[src/rtl/cgfb_ram.sv]
module cgfb_ram #(
    parameter int WIDTH = 8,
    parameter int DEPTH = 256,
    parameter int AW    = (DEPTH > 1) ? $clog2(DEPTH) : 1
) (
    input  logic             clk,
    input  logic             we,
    input  logic [AW-1:0]    waddr,
    input  logic [WIDTH-1:0] wdata,
    input  logic [AW-1:0]    raddr,
    output logic [WIDTH-1:0] rdata
);

    logic [WIDTH-1:0] mem [DEPTH];

    always_ff @(posedge clk)
    begin
        if (we)
        begin
            mem[waddr] <= wdata;
        end
        rdata <= mem[raddr];
    end

endmodule
[config.mk]
export PLATFORM = sky130hd
export DESIGN_NAME = cgfb_ram
export DESIGN_NICKNAME = d
export VERILOG_FILES = /design/src/rtl/cgfb_ram.sv
export SDC_FILE = /design/constraint.sdc
export NUM_CORES = 2
export LEC_CHECK = 0
export ABC_AREA = 1
export BUFFER_PORTS_ARGS = -buffer_cell sky130_fd_sc_hd__buf_2
export CAP_MARGIN = 20
export CORE_ASPECT_RATIO = 0.5
export CORE_UTILIZATION = 63
export DETAILED_ROUTE_END_ITERATION = 6
export PLACE_DENSITY_LB_ADDON = 0.15
export SYNTH_ARGS = -nofsm -noshare
export SYNTH_HDL_FRONTEND = slang
export SYNTH_SLANG_ARGS = --single-unit
[constraint.sdc]
create_clock -name clk -period 1.9 [get_ports clk]
set_input_delay 0.19 -clock clk [delete_from_list [all_inputs] [get_ports clk]]
set_output_delay 0.19 -clock clk [all_outputs]
set_load 0.05 [all_outputs]
==> run summary <==
clk_lat worst skew: 810 ps
# Post-CTS Setup Buffers: 0
Die Ht: 259 um
DR iter-0 viols: 9341
Die W: 517 um
Final Worst Setup Slack: 27.6 ps
final net count: 7449
Setup CP Type: reg2reg
first-pass GRT wire length: 347 mm
drt wl/cell: 25.2 um
VDD IR max: 0.000936 V
Critical Path RT: 2580 ps
final setup fails: 0
Mapped Nets: 7029
hold crit path type: in2reg
Clock Path Buffers: 3
EDFF count, synth: 2048
H-tree depth: 4
Synth Area per Inst: 11.9 um^2
period utilization: 98.5%
clk_skew: 26.2 ps
Worst path top cell family by delay: simple AND/OR/NAND/NOR gates
Worst path slowest cell: edfxtp_1
synth warn: 0
PortBufs: 33
Synth Instances: 7003
Die ar.: 134000 um^2
Mapped Area: 83400 um^2
Core ar.: 130000 um^2
Pre-antenna DRT Iters: 7
Critical Path AT: 2550 ps
Max FO, Critical Path: 1
critical path capture point type: flip-flop
pin count of the biggest net entering global routing: 91
total gr overflow: 0
Max Cap Viol: 0
Reg clk slew, reported paths: 70 ps
routability cong.: 0.944
# IOs: 34
antenna violations before repair: 11
Worst Path Buf+Inv: 0
Sink Count: 2056
vias in the first global route: 55.7k
crit-path cells: nand2_1, nand3_1, nand3_1, nand3_1, nand3_1, nand3_2, nand3_1, nand2_1, nand2_1, nand2_1
Vias/cell: 6.27
fin util: 73.8%
CTS Buf Count: 169
min cycle time layout: 1870 ps
Worst path most repeated cell: nand3_1
Final ANT Viol Nets: 0
FP Rows: 93
Final Hold Fails: 0
DR DRC count: 0
CP peak stage delay: 370 ps
cell taking the most area after synthesis: edfxtp_1
Initial Util: 64.2%
Layout Area Growth over Synthesis: 15.0%
share of the synthesized area in the top cell type: 73.7%
Cell variety after synth: 14
CP Launch Type: flip-flop
Max Fclk: 534 MHz
Pleak: 34.6 nW
top cells by count, synth: nand2_1, edfxtp_1, nand3_1, nor2_1, buf_2
CTS tree: done
Worst-Margin Slew: 603 ps
flop2flop setup slack: 30 ps
hpwl dp: 146 mm
pre-CTS setup slack: -702 ps
share of post-route cells with drive strength above 1: 12.9%
FFs w/ async S/R, synth: 0%
Rel. slew slack: 59.8%
top_reg_cell synth: edfxtp_1
GRT Util Overall: 35.4%
most common cell in the netlist: nand2_1
Final Max Tran Viols: 0
Pwr per Cell Area: 952 nW/um^2
vias: 58.5k
sequential fraction of the synthesis area: 73.9%
top cells by area, synth: edfxtp_1, nand3_1, nand2_1
RSZ-0062 raised after global routing: no
Yosys reg bits: 2056
Root Buffer: clkbuf_16
status: finished clean
routed wire length: 235 mm
worst min-delay path: stages:
cell     delay [ps]
buf_2           150
inv_1            90
buf_12          180
nand3_1         100
nand2_1          50
nand2_1          50
nand2_1          40
worst paths after layout:
kind	startpoint	end	depth (start not counted)
setup / recovery	mem[13][2]$_DFFE_PP_	rdata[2]$_DFF_P_	10
hold / removal	raddr[6]	rdata[4]$_DFF_P_	7
setup reg to reg	mem[13][2]$_DFFE_PP_	rdata[2]$_DFF_P_	10
hold reg to reg	mem[200][1]$_DFFE_PP_	rdata[1]$_DFF_P_	10
cell families after synthesis:
logic type / synth area share, %
DFF: 73.9
buffers and inverters: 3.12
and+or+nand+nor: 22.9
layout make-up:
| class | count | area, um^2 |
|---|---|---|
| Sequential cell | 2056 | 61700 |
| Clock inverter | 102 | 812 |
| Clock buffer | 209 | 4530 |
| Inverter | 39 | 180 |
| Antenna cell | 5 | 12.5 |
| Fill cell | 8329 | 34100 |
| Multi-Input combinational cell | 4425 | 19200 |
| Tap cell | 1757 | 2200 |
| Timing Repair Buffer | 732 | 7260 |
stage by stage:
| step | setup TNS [ps] | instances | hold WS, ps | total power (W) | cell area, um^2 |
|---|---|---|---|---|---|
| floorplan | 0 | 7003 | 289 | 0.0542 | 83400 |
| global placement | -4360 | 9000 | 575 | 0.0573 | 90300 |
| detailed placement | -4410 | 9000 | 578 | 0.0575 | 90300 |
| CTS | 0 | 9320 | 55.7 | 0.0913 | 95800 |
| global route | 0 | 9323 | 109 | 0.0935 | 95900 |
| finish | 0 | 9325 | 117 | 0.0913 | 95900 |
layout by cell type (no fill, tap or decap), drive strengths merged:
cell type and count:
bufinv 12, clkinvlp 3, clkbuf 210, nand3 2019
nand2 2123, inv 47, dfxtp 8, clkinv 79
nor2 283, buf 722, edfxtp 2048, dlygate4sd3 9
diode 5
report_power, final:
| group | total (W) | leakage (nW) | internal [W] | switching [W] |
|---|---|---|---|---|
| clock network | 0.0345 | 2.62 | 0.0186 | 0.0159 |
| logic | 0.00673 | 13.5 | 0.00201 | 0.00472 |
| registers | 0.0500 | 18.5 | 0.0499 | 0.0000522 |
| total | 0.0913 | 34.6 | 0.0705 | 0.0207 |
registers in the layout, indices dropped and copies added (netlist names):
| register | cells |
|---|---|
| mem | 2048 |
| rdata | 8 |
what timing repair did:
item                                   in CTS  in global routing
setup endpoints to repair                   5                  8
pin swaps                                   0                  1
endpoints found under the hold margin     610                  0
hold buffers                                9                  0
gates resized for setup                     8                 15
routing by layer:
layer,GRT usage (%),up-vias,wire length [um]
met4,13.6,6,8830
met5,0,-,38
li1,-,25686,-
met2,52.7,3824,105000
met3,10.7,550,31700
met1,49.4,28390,89000
No activity file was read; power rests on OpenSTA's default activity.
